## src/design/awdh_pkg.sv

```systemverilog
package awdh_pkg;

	// Default sizes of the histogram store.
	localparam int CHANNELS_DEF    = 16;
	localparam int BINS_DEF        = 4096;
	localparam int COUNT_WIDTH_DEF = 32;

	// Field widths of the stream beats.
	localparam int FUNC_W   = 2;
	localparam int KIND_W   = 3;
	localparam int S_DATA_W = 48;
	localparam int M_DATA_W = 88;
	localparam int TARGET_W = 32;
	localparam int EVENTS_W = 32;

	// Operation codes carried in the input tuser.
	localparam logic [FUNC_W-1:0] FUNC_WORD  = 2'd0;
	localparam logic [FUNC_W-1:0] FUNC_READ  = 2'd1;
	localparam logic [FUNC_W-1:0] FUNC_CLEAR = 2'd2;

	// Readout word type codes found in bits 26..24.
	localparam logic [2:0] CODE_DATUM  = 3'd0;
	localparam logic [2:0] CODE_HEADER = 3'd2;
	localparam logic [2:0] CODE_EOE    = 3'd4;

	// Result kinds carried in the output tuser.
	localparam logic [KIND_W-1:0] KIND_DATUM   = 3'd0;
	localparam logic [KIND_W-1:0] KIND_HEADER  = 3'd1;
	localparam logic [KIND_W-1:0] KIND_EOE     = 3'd2;
	localparam logic [KIND_W-1:0] KIND_OTHER   = 3'd3;
	localparam logic [KIND_W-1:0] KIND_IGNORED = 3'd4;
	localparam logic [KIND_W-1:0] KIND_NONE    = 3'd5;

	// Commands from the controller to the datapath.
	typedef struct packed {
		logic accept;
		logic commit;
		logic clr_init;
		logic sweep;
		logic load_clr;
	} awdh_cmd_t;

	// Status from the datapath to the controller.
	typedef struct packed {
		logic [FUNC_W-1:0] func;
		logic              out_free;
		logic              sweep_last;
	} awdh_sts_t;

endpackage

```

## src/design/awdh_ctrl.sv

```systemverilog
module awdh_ctrl (
	input  logic               clk,
	input  logic               arst_n,
	input  logic               s_tvalid,
	output logic               s_tready,
	input  awdh_pkg::awdh_sts_t sts,
	output awdh_pkg::awdh_cmd_t cmd
);

	typedef enum logic [2:0] {
		S_INIT,
		S_IDLE,
		S_EXEC,
		S_CLR,
		S_REPLY
	} state_t;

	state_t state_q;
	state_t state_n;

	assign s_tready = (state_q == S_IDLE);

	// Next state and command decode.
	always_comb begin
		state_n = state_q;
		cmd     = '0;
		unique case (state_q)
			S_INIT: begin
				cmd.sweep = 1'b1;
				if (sts.sweep_last) begin
					state_n = S_IDLE;
				end
			end
			S_IDLE: begin
				if (s_tvalid) begin
					cmd.accept = 1'b1;
					state_n    = S_EXEC;
				end
			end
			S_EXEC: begin
				if (sts.func == awdh_pkg::FUNC_CLEAR) begin
					cmd.clr_init = 1'b1;
					state_n      = S_CLR;
				end else if (sts.out_free) begin
					cmd.commit = 1'b1;
					state_n    = S_IDLE;
				end
			end
			S_CLR: begin
				cmd.sweep = 1'b1;
				if (sts.sweep_last) begin
					state_n = S_REPLY;
				end
			end
			S_REPLY: begin
				if (sts.out_free) begin
					cmd.load_clr = 1'b1;
					state_n      = S_IDLE;
				end
			end
			default: begin
				state_n = S_IDLE;
			end
		endcase
	end

	// State register; reset starts the clearing pass.
	always_ff @(posedge clk or negedge arst_n) begin
		if (!arst_n) begin
			state_q <= S_INIT;
		end else begin
			state_q <= state_n;
		end
	end

endmodule

```

## config.mk

```make
export PLATFORM = sky130hd
export DESIGN_NAME = awdh_ctrl
export DESIGN_NICKNAME = d
export VERILOG_FILES = /design/src/design/awdh_pkg.sv /design/src/design/awdh_ctrl.sv
export SDC_FILE = /design/constraint.sdc
export NUM_CORES = 1
export LEC_CHECK = 0
export ABC_CLOCK_PERIOD_IN_PS = 1600
export BUFFER_PORTS_ARGS = -buffer_cell sky130_fd_sc_hd__buf_4
export CAP_MARGIN = 10
export CORE_AREA = 3 3 40 42
export CTS_CLUSTER_DIAMETER = 150
export DETAILED_ROUTE_END_ITERATION = 10
export DIE_AREA = 0 0 43 45
export GPL_TIMING_DRIVEN = 0
export PLACE_DENSITY = 0.52
export SLEW_MARGIN = 10
export SYNTH_ARGS = -nofsm -noshare
export SYNTH_HDL_FRONTEND = slang
export SYNTH_SLANG_ARGS = --single-unit
```

## constraint.sdc

```tcl
create_clock -name clk -period 1.6 [get_ports clk]
set_input_delay 0.32 -clock clk [delete_from_list [all_inputs] [get_ports clk]]
set_output_delay 0.32 -clock clk [all_outputs]
set_load 0.01 [all_outputs]
```

## Word level (Yosys, flattened, before mapping)

Cells that the tools add are included.
W data, S select, Z words.

| storage, ports and cells | value |
|---|---|
| flip-flop bits (word level) | 3 |
| output and inout bits | 6 |

| operators by class | value |
|---|---|
| eq/ne operators | 8 |
| muxes and demuxes | 14 |
| reduce and logical (&&, ||, !) cells | 3 |

Operators with widths:

| operator | number |
|---|---|
| $mux W3 | 5 |
| $pmux W3 S5 | 1 |
| $mux W1 | 7 |
| $eq A3 B2 Y1 const B | 2 |
| $ne A2 B2 Y1 const B | 3 |
| $eq A3 B1 Y1 const B | 1 |
| $eq A3 B3 Y1 const B | 1 |
| $logic_not A3 Y1 | 1 |
| $reduce_and A3 Y1 | 1 |
| $eq A2 B2 Y1 const B | 1 |
| $mux W2 | 1 |
| $reduce_or A2 Y1 | 1 |

## Depth between registers and ports, before layout

Gate-level depths: netlist of the first run.

| logic depth | value |
|---|---|
| word-level depth | 3 |
| depth in mapped cells | 5 |
| mapped depth without buffers | 4 |

## Least setup slack after synthesis of the first run

Ideal clock, no wire load.

| timing | value |
|---|---|
| path type | register to output |
| start point | reg state_q[1] |
| end point | out cmd[0] (netlist name) |
| arrival time | 0.982 ns |
| required time | 1.280 ns |
| setup slack | 0.298 ns |
| stages on the path, launching flop included | 3 |
| cells stage by stage | dfrtp_1 buf_6 nor4bb_1 |

RTL lines:

| element | RTL line | source |
|---|---|---|
| start: declaration | awdh_ctrl.sv:18 | `state_t state_q;` |
| start signal: assignment | awdh_ctrl.sv:72 | `state_q <= state_n;` |
| end: declaration | awdh_ctrl.sv:7 | `output awdh_pkg::awdh_cmd_t cmd` |

==> metrics.txt, run 1 <==
switching share of power 41.1%; most frequent cells after synthesis nor2_1 (5), dfrtp_1 (3), nand2_1 (3), nor3_1 (3); dominant synthesized flop cell dfrtp_1; Yosys Warn Count 0; first-pass GRT wire length roughly 1.2 mm; share of Yosys cell area claimed by the top area cell type 27.5%; initial antenna violation count 0; Fmax 645 MHz; top sig layer met4; Setup Viol. Count Final 0; pre-CTS setup slack 0.231 ns; Worst Setup Start Kind register; met3 wire len 72 um; Combinational Power Share between 60 and 70%; vias in the first global route 280; all-layer global routing usage 9.17%; wire length per cell 10.3 um; 1st-pass router iterations 2; worst-case clock buffer depth 2; critical setup path kind reg -> out; CP required 1.28 ns; CORE AREA 1280 sq um; total grt overflow 0; met2 wire length 282 um; Detailed Place HPWL 490 um; Slowest cell on crit path dfrtp_1; clk_skew 0.00322 ns; Slew @ Worst Pin roughly 0.21 ns; post-synthesis cell area 273 sq um; maximum vdd drop 0.000493 V; postcts setup bufs 0; number of flip-flops in the largest register 3; Slew headroom 86.3%; port bufs 12; Initial Util 21.2%; WP data arrival 1.23 ns; Post-synth EDFFs 0; total power 0.749 mW; clock-pin slew on the worst setup and hold paths 0.03 ns; Largest regs state_q: 3 flops; largest net degree at the start of global routing 11; routed vias 302; antenna cells 0; status complete, no violations; synth top area cells dfrtp_1 (28%), buf_6 (8.3%), nor2_1 (6.9%); Hold Violations, Final 0; DIE AREA 1940 sq um; cell taking the most area after synthesis dfrtp_1; placed cells 62; Mean Syn Cell Area 7.79 sq um; maxcap violations 0; Max Slew Vio Count 0; I/O pin count 13; DRC violations left 0; Psw between 0.3 and 0.4 mW; crit-path cells buf_6 -> nor4bb_4 -> buf_4; Cell Pwr Density 1700 nW/um^2; layout cell share with drive strength beyond 1 between 40% and 50%; crit path capture type output port; latest clock arrival within the worst-skew pair approximately 0.24 ns; met1 WL 304 um; internal power around 0.44 mW; Die X 43 um; Syn-to-layout area delta 61.5%; Antenna Nets Post-Route 0; final period utilization 96.9%; register area share after synthesis 27.5%; ys async rst share 100%; post-route minimum period between 1.5 and 2 ns; Layout Cells excl Fill 67; CTS Buf Count 3; most frequent cell after synthesis nor2_1; Final Wtd Congestion approximately 0.7; post-synthesis cell count 35; num rows 13; Min-Delay Path Class in -> reg; Die Ht 45 um; fin nets 60; H-tree depth 1; initial drt markers 2; Synth cell types 20; clock root buffer clkbuf_4; Most flops, register state_q; max incr delay on CP 0.41 ns; Vias/cell about 4.5; CTS sink cnt 3; CP Max Fanout 10; syn nets 42; CTS tree yes; Routed WL approximately 700 um; Yosys reg bits 3; Final Instance Area 440 sq um; clock power share a little under a fifth; leak pwr 0.199 nW; RSZ-0062 raised after global routing yes; final setup margin just under 0.05 ns; Reg power frac 17.7%; dpl cell area 382 sq um
-- layout by cell type, fill, tap and decap left out, types with 3 or more instances in the layout --
| cell | Yosys | routed |
|---|---|---|
| clkbuf_4 | 0 | 3 |
| nand2_1 | 3 | 3 |
| dfrtp_1 | 3 | 3 |
| nor2_1 | 5 | 5 |
| buf_4 | 0 | 13 |
-- path summary, 6_finish.rpt --
| check | start | endpoint | slack (ns) | depth (start not counted) |
|---|---|---|---|---|
| max | state_q[1]$_DFFE_PN0P_ | cmd[0] | 0.05 | 3 |
| min | sts[0] | state_q[2]$_DFFE_PN0P_ | 0.40 | 3 |
| max reg2reg | state_q[1]$_DFFE_PN0P_ | state_q[0]$_DFFE_PN0P_ | 0.51 | 4 |
| min reg2reg | state_q[2]$_DFFE_PN0P_ | state_q[1]$_DFFE_PN0P_ | 0.55 | 2 |
| max in group asynchronous | arst_n | state_q[2]$_DFFE_PN0P_ | 1.10 | 2 |
| min in group asynchronous | arst_n | state_q[0]$_DFFE_PN0P_ | 0.41 | 2 |
-- metrics by stage --
stage	hold WS (ns)	setup TNS, ns	util (%)
6_report	0.400	0	34.3
5_1_grt	0.397	-0.0247	34.3
4_1_cts	0.394	0	33.0
3_5_place_dp	0.112	0	29.7
3_3_place_gp	0.111	0	29.7
2_1_floorplan	0.0244	0	-
-- routing by layer --
metal  vias up  track usage [%]
li1        157                -
met1       128             10.6
met2        13             11.1
met3         4             4.38
met4         0             10.8
met5         -                0
-- cell families after synthesis --
family                 share of synthesized area (%)
flip-flops                                      27.5
AND/OR/NAND/NOR                                 37.2
AO/OA/AOI/OAI                                   20.6
XOR/XNOR                                        3.21
buffers and inverters                           11.5
-- power by group through the flow --
stage / sequential, mW / combinational [mW] / clock (mW)
5_1_grt: 0.135 / 0.541 / 0.152
2_1_floorplan: 0.127 / 0.311 / 0
3_3_place_gp: 0.131 / 0.451 / 0
6_report: 0.133 / 0.480 / 0.136
4_1_cts: 0.131 / 0.459 / 0.141
3_5_place_dp: 0.132 / 0.450 / 0
-- worst max-delay path, delay by kind of cell, from the launching register on --
family	cells	cell delay (ns)
DFF	1	0.41
and+or+nand+nor	1	0.27
buffers and inverters	2	0.32
-- repair_timing --
item / CTS / global route
gates cloned: 0 / 0
resized for setup: 1 / 4
hold buffers: 1 / 0
setup endpoints to repair: 1 / 3
endpoints found under the hold margin: 3 / 0
pin swaps: 0 / 1
-- cell type report --
type,count,area [sq um]
clock buffers,4,26.3
multi-input cells,28,186
fillers,146,845
plain buffers,3,30.0
flip-flops and latches,3,75.1
inverters,1,3.75
well taps,15,18.8
repair buffers,13,100
Power figures use the tool's default switching activity.
==> inputs of run 2 (changes only) <==
- ABC_CLOCK_PERIOD_IN_PS: 1600 -> 2000
- clock period: 1.6 -> 2 ns (I/O delays scaled with it)
==> run 2 against run 1 <==
Effect of this change: die area is the same; first-iteration DRC count grew to 5.0 times the previous value; critical path type unchanged; clock skew shrank 0.00085 ns; via count grew 2.0%; sequential power shrank 21%; clock power shrank 19%; final cell count is the same; largest cell class unchanged.
==> metrics.txt, run 2 (synthesis gave the netlist of run 1 again) <==
max incr delay on CP 0.41 ns (about the same); Largest regs state_q: 3 flops (unchanged); Die X 43 um (unchanged); Setup Viol. Count Final 0 (unchanged); antenna cells 0 (unchanged); Antenna Nets Post-Route 0 (unchanged); CP Buf/Inv Count 2 (unchanged); largest net degree at the start of global routing 11 (unchanged); status complete, no violations (unchanged); critical setup path kind reg -> out (unchanged); Final Wtd Congestion 0.721 (unchanged); internal power 0.341 mW (was 0.441 mW); Worst Setup Start Kind register (unchanged); first-pass GRT wire length 1.22 mm (unchanged); RSZ-0062 raised after global routing no (was yes); 1st-pass router iterations 4 (was 2); CP Max Fanout 10 (unchanged); CORE AREA 1280 sq um (unchanged); number of flip-flops in the largest register 3 (unchanged); Hold WS 0.482 ns (was 0.400 ns); CP required 1.60 ns (was 1.28 ns); maxcap violations 0 (unchanged); I/O pin count 13 (unchanged); Slowest cell on crit path dfrtp_1 (unchanged); WP data arrival 1.29 ns (was 1.23 ns); switching share of power 40.7% (was 41.1%); Max Slew Vio Count 0 (unchanged); Most flops, register state_q (unchanged); postcts setup bufs 0 (unchanged); clk_skew 0.00236 ns (was 0.00322 ns); layout cell share with drive strength beyond 1 38.5% (was 42.3%); latest clock arrival within the worst-skew pair 0.24 ns (about the same); CTS tree yes (unchanged); Initial Util 21.2% (unchanged); clock root buffer clkbuf_4 (unchanged); commonest non-fill, non-tap cell in the layout buf_4 (unchanged); DRC violations left 0 (unchanged); vias in the first global route 280 (unchanged); Hold Violations, Final 0 (unchanged); worst-case clock buffer depth 2 (unchanged); initial antenna violation count 0 (unchanged); Resize count post-CTS 0 (was 1); routed vias 308 (was 302); CTS sink cnt 3 (unchanged); most frequent cells in the layout buf_4 (12), nor2_1 (5) (was buf_4 (13), nor2_1 (5), nand2_1 (3), clkbuf_4 (3), dfrtp_1 (3)); leak pwr 0.192 nW (was 0.199 nW); Post-CTS Hold Buffers 1 (unchanged); H-tree depth 1 (unchanged); crit path capture type output port (unchanged); Detailed Place HPWL 490 um (unchanged); Psw 0.234 mW (was 0.307 mW); Combinational Power Share 62.6% (was 64.1%); Vias/cell 4.60 (was 4.51); total grt overflow 0 (unchanged); DIE AREA 1940 sq um (unchanged); Fmax 593 MHz; maximum vdd drop 0.000390 V (was 0.000493 V); CTS Buf Count 3 (unchanged); crit-path cells buf_6 -> nor4bb_1 -> buf_4 (was buf_6 -> nor4bb_4 -> buf_4); all-layer global routing usage 9.17% (unchanged); Reg power frac 18.3% (was 17.7%); Cell Pwr Density 1370 nW/um^2 (was 1700 nW/um^2); Die Ht 45 um (unchanged); initial drt markers 10 (was 2); post-route minimum period 1.69 ns; clock-pin slew on the worst setup and hold paths 0.03 ns (about the same); Routed WL 693 um (was 690 um); final period utilization between 80 and 90%; num rows 13 (unchanged); Slew @ Worst Pin 0.269 ns (was 0.205 ns); fin nets 60 (unchanged); port bufs 12 (unchanged); Syn-to-layout area delta 53.2% (was 61.5%); CP delay by family, top flip-flops (unchanged); clock power share 19.1% (was 18.2%); Slew headroom 81.8% (was 86.3%); Min-Delay Path Class in -> reg (unchanged); setup TNS 0 ns (unchanged); wire length per cell 10.3 um (about the same)
run 2: stage by stage:
stage | power [mW] | instances | util, % | setup slack (ns) | area [sq um]
finish | 0.575 | 67 | 32.5 | 0.313 | 418
floorplan | 0.350 | 35 | - | 0.618 | 273
detailed placement | 0.465 | 62 | 29.7 | 0.551 | 382
global route | 0.636 | 67 | 32.5 | 0.196 | 418
CTS | 0.580 | 67 | 32.5 | 0.295 | 418
global placement | 0.466 | 62 | 29.7 | 0.586 | 382
run 2: worst reg2reg max path: stages, from the launching register on:
cell	delay [ns]
dfrtp_1	0.41
buf_6	0.16
a311oi_2	0.21
o22ai_1	0.11
o21a_1	0.10
run 2: layout make-up:
type	count	area (sq um)
fill	148	867
multi-input combinational	28	166
timing repair buffer	13	100
sequential	3	75.1
buffer	3	27.5
clock buffer	4	26.3
tap	15	18.8
inverter	1	3.75
run 2: layer usage:
| layer | vias to the layer above | GRT usage, % | wire (um) |
|---|---|---|---|
| li1 | 157 | - | - |
| met2 | 18 | 11.1 | 262 |
| met4 | 0 | 10.8 | 42 |
| met3 | 5 | 4.38 | 84 |
| met1 | 128 | 10.6 | 304 |
| met5 | - | 0 | 0 |
run 2: worst paths after layout:
path / startpoint / end / slack (ns) / cells past startpoint
min reg2reg: state_q[2]$_DFFE_PN0P_ / state_q[1]$_DFFE_PN0P_ / 0.55 / 2
min: sts[0] / state_q[2]$_DFFE_PN0P_ / 0.48 / 3
max in group asynchronous: arst_n / state_q[2]$_DFFE_PN0P_ / 1.42 / 2
max: state_q[1]$_DFFE_PN0P_ / cmd[0] / 0.31 / 3
max reg2reg: state_q[1]$_DFFE_PN0P_ / state_q[0]$_DFFE_PN0P_ / 0.90 / 4
min in group asynchronous: arst_n / state_q[0]$_DFFE_PN0P_ / 0.49 / 2
run 2: power groups by stage:
stage / sequential [mW] / clock, mW / combinational (mW)
floorplan: 0.101 / 0 / 0.249
global placement: 0.105 / 0 / 0.360
detailed placement: 0.105 / 0 / 0.360
CTS: 0.105 / 0.113 / 0.362
global route: 0.108 / 0.121 / 0.407
finish: 0.105 / 0.110 / 0.360
==> inputs of run 3 (changes only) <==
- ABC_AREA: default -> 1
- ABC_CLOCK_PERIOD_IN_PS: 2000 -> 1500
- PLACE_DENSITY: 0.52 -> 0.54
- clock period: 2 -> 1.5 ns (I/O delays scaled with it)
==> run 3 against run 2 <==
Effect of this change: worst setup slack worse by 0.26 ns; core utilization is 3.2 points higher; total power up 51%; sequential cell count is the same; critical path depth up 2; critical endpoint is now cmd[1]; largest power group unchanged.
==> metrics.txt, run 3 <==
CTS sink cnt 3 (unchanged); num rows 13 (unchanged); final period utilization 96.6%; Hold Violations, Final 0 (unchanged); Psw 0.395 mW (was 0.234 mW); all-layer global routing usage 8.00% (was 9.17%); Vias/cell 3.96 (was 4.60); number of flip-flops in the largest register 3 (unchanged); Worst Setup Start Kind register (unchanged); critical setup path kind reg -> out (unchanged); Most flops, register state_q (unchanged); Fmax just under 700 MHz; met3 wire len 21 um (was 84 um); latest clock arrival within the worst-skew pair 0.23 ns (was 0.24 ns); Die X 43 um (unchanged); wire length per cell 7.61 um (was 10.3 um); worst-case clock buffer depth 2 (unchanged); CTS Buf Count 3 (unchanged); Hold WS 0.376 ns (was 0.482 ns); Final Instance Area 459 sq um (was 418 sq um); crit-path cells inv_2 -> buf_4 -> nand3_1 -> nand2_2 -> buf_4 (was buf_6 -> nor4bb_1 -> buf_4); maximum vdd drop 0.000402 V (was 0.000390 V); register area share after synthesis 26.7% (was 27.5%); met1 WL 257 um (was 304 um); switching share of power 45.5% (was 40.7%); port bufs 12 (unchanged); Cell Pwr Density 1890 nW/um^2 (was 1370 nW/um^2); leak pwr 0.258 nW (was 0.192 nW); first-pass GRT wire length 1.15 mm (was 1.22 mm); CORE AREA 1280 sq um (unchanged); met2 wire length 352 um (was 262 um); internal power 0.473 mW (was 0.341 mW); Yosys reg bits 3 (unchanged); DRC violations left 0 (unchanged); ys async rst share 100% (unchanged); clock-pin slew on the worst setup and hold paths 0.04 ns (was 0.03 ns); adder-cell share of the synthesized area 0% (unchanged); post-synthesis cell count 49 (was 35); vias in the first global route 281 (was 280); fin nets 76 (was 60); antenna cells 0 (unchanged); RSZ-0062 raised after global routing yes (was no); most frequent cells after synthesis nand2_1 (18), inv_1 (6), nor2_1 (6), nand2_2 (4) (was nor2_1 (5), dfrtp_1 (3), nand2_1 (3), nor3_1 (3)); I/O pin count 13 (unchanged); Largest regs state_q: 3 flops (unchanged); 1st-pass router iterations 2 (was 4); Slew headroom 87.6% (was 81.8%); top sig layer met3 (was met4); Setup Viol. Count Final 0 (unchanged); pre-CTS setup slack 0.239 ns (was 0.551 ns); syn nets 56 (was 42); Worst R2R End state_q[0]$_DFFE_PN0P_ (unchanged); Slew @ Worst Pin 0.185 ns (was 0.269 ns); initial antenna violation count 0 (unchanged); setup TNS 0 ns (unchanged); most used cell, CP buf_4; post-synthesis cell area 282 sq um (was 273 sq um); synth top area cells dfrtp_1 (27%), nand2_1 (24%), nand2_2 (8.9%) (was dfrtp_1 (28%), buf_6 (8.3%), nor2_1 (6.9%)); post-route minimum period 1.45 ns; # fillers 143 (was 148); cell taking the most area after synthesis dfrtp_1 (unchanged); CP required 1.20 ns (was 1.60 ns); Reg power frac 18.4% (was 18.3%); Slowest cell on crit path dfrtp_1 (unchanged); total grt overflow 0 (unchanged); Antenna Nets Post-Route 0 (unchanged); routed vias 329 (was 308); Final Wtd Congestion 0.753 (was 0.721); most frequent cell after synthesis nand2_1 (was nor2_1); total power 0.868 mW (was 0.575 mW); Mean Syn Cell Area 5.75 sq um (was 7.79 sq um); maxcap violations 0 (unchanged); Initial Util 21.9% (was 21.2%); XOR/XNOR Fraction of Synth Area 0% (was 3.21%); crit path capture type output port (unchanged); Detailed Place HPWL 515 um (was 490 um); Min-Delay Path Class in -> reg (unchanged); dominant synthesized flop cell dfrtp_1 (unchanged); crit path from state_q[2]$_DFFE_PN0P_ (was state_q[1]$_DFFE_PN0P_); CTS tree yes (unchanged); Routed WL 632 um (was 693 um); Combinational Power Share 65.4% (was 62.6%); Synth cell types 12 (was 20); Max Slew Vio Count 0 (unchanged); clock root buffer clkbuf_4 (unchanged); largest net degree at the start of global routing 9 (was 11); most frequent cells in the layout nand2_1 (17), buf_4 (14), inv_1 (6) (was buf_4 (12), nor2_1 (5)); WP data arrival 1.15 ns (was 1.29 ns); setup slack, reg-to-reg 0.43 ns (was 0.90 ns); dpl cell area 390 sq um (was 382 sq um); CP Max Fanout 4 (was 10); max incr delay on CP 0.40 ns (was 0.41 ns); initial drt markers 2 (was 10); share of Yosys cell area claimed by the top area cell type 26.7% (was 27.5%); r2r startpoint state_q[0]$_DFFE_PN0P_ (was state_q[1]$_DFFE_PN0P_); post-synthesis compound-gate area fraction 3.56% (was 20.6%); main combinational cell family by area after synthesis simple AND/OR/NAND/NOR gates (unchanged); mux contribution to synthesized area 0% (unchanged); R2R cell count 7 (was 4); final setup margin 0.0517 ns (was 0.313 ns); clk_skew 0.00234 ns (was 0.00236 ns); H-tree depth 1 (unchanged); Post-synth EDFFs 0 (unchanged); clock power share 16.2% (was 19.1%); status complete, no violations (unchanged); CP endpoint cmd[1] (was cmd[0]); DIE AREA 1940 sq um (unchanged); commonest non-fill, non-tap cell in the layout nand2_1 (was buf_4); Yosys Warn Count 0 (unchanged); Syn-to-layout area delta 63.1% (was 53.2%); Die Ht 45 um (unchanged); simple-gate portion of the synthesized area 55.1% (was 37.2%); layout cell share with drive strength beyond 1 45.6% (was 38.5%)
-- run 3: power groups by stage --
stage	sequential [mW]	combinational [mW]	clock [mW]
global route	0.167	0.641	0.159
global placement	0.156	0.520	0
floorplan	0.149	0.364	0
finish	0.159	0.568	0.141
detailed placement	0.155	0.516	0
CTS	0.152	0.550	0.146
-- run 3: cell families (layout without fill, tap and decap cells) --
family | count (synthesis) | after routing
AO/OA/AOI/OAI | 2 | 2
flip-flops | 3 | 3
AND/OR/NAND/NOR | 35 | 35
buffers and inverters | 9 | 28
-- run 3: cell type report --
type | instances | area (sq um) | share of cell area [%]
multi-input combinational | 37 | 181 | 39.5
inverter | 8 | 30.0 | 6.54
timing repair buffer | 15 | 115 | 25.1
buffer | 1 | 11.3 | 2.45
clock buffer | 4 | 26.3 | 5.72
sequential | 3 | 76.3 | 16.6
tap | 15 | 18.8 | 4.09
-- run 3: per-layer routing --
layer,global-route usage [%],vias to the layer above
met3,3.98,0
met5,0,-
met4,1.81,0
met1,8.94,143
met2,13.8,4
li1,-,182
-- run 3: stage by stage --
| stage | utilization, % | cells |
|---|---|---|
| 6_report | 35.7 | 83 |
| 5_1_grt | 35.7 | 83 |
| 4_1_cts | 34.4 | 83 |
| 3_5_place_dp | 30.4 | 76 |
| 3_3_place_gp | 30.4 | 76 |
| 2_1_floorplan | - | 49 |
-- run 3: what timing repair did --
action,4_1_cts,5_1_grt
gates resized for setup,0,5
gates cloned,0,0
hold buffers,1,0
setup buffers,2,0
endpoints found under the hold margin,3,0
pin swaps,1,2
setup endpoints to repair,2,5
-- run 3: critical path, delay by kind of cell (launching register included) --
family	cells	cell delay, ns
flip-flops	1	0.40
buffers and inverters	3	0.33
AND/OR/NAND/NOR	2	0.19
-- run 3: how the worst min path moves through the flow --
stage	startpoint	endpoint	cells after the start
floorplan	arst_n	state_q[0]$_DFFE_PN0P_	0
global placement	arst_n	state_q[2]$_DFFE_PN0P_	1
detailed placement	arst_n	state_q[1]$_DFFE_PN0P_	1
CTS	sts[0]	state_q[1]$_DFFE_PN0P_	4
global route	sts[0]	state_q[1]$_DFFE_PN0P_	4
finish	sts[0]	state_q[1]$_DFFE_PN0P_	4
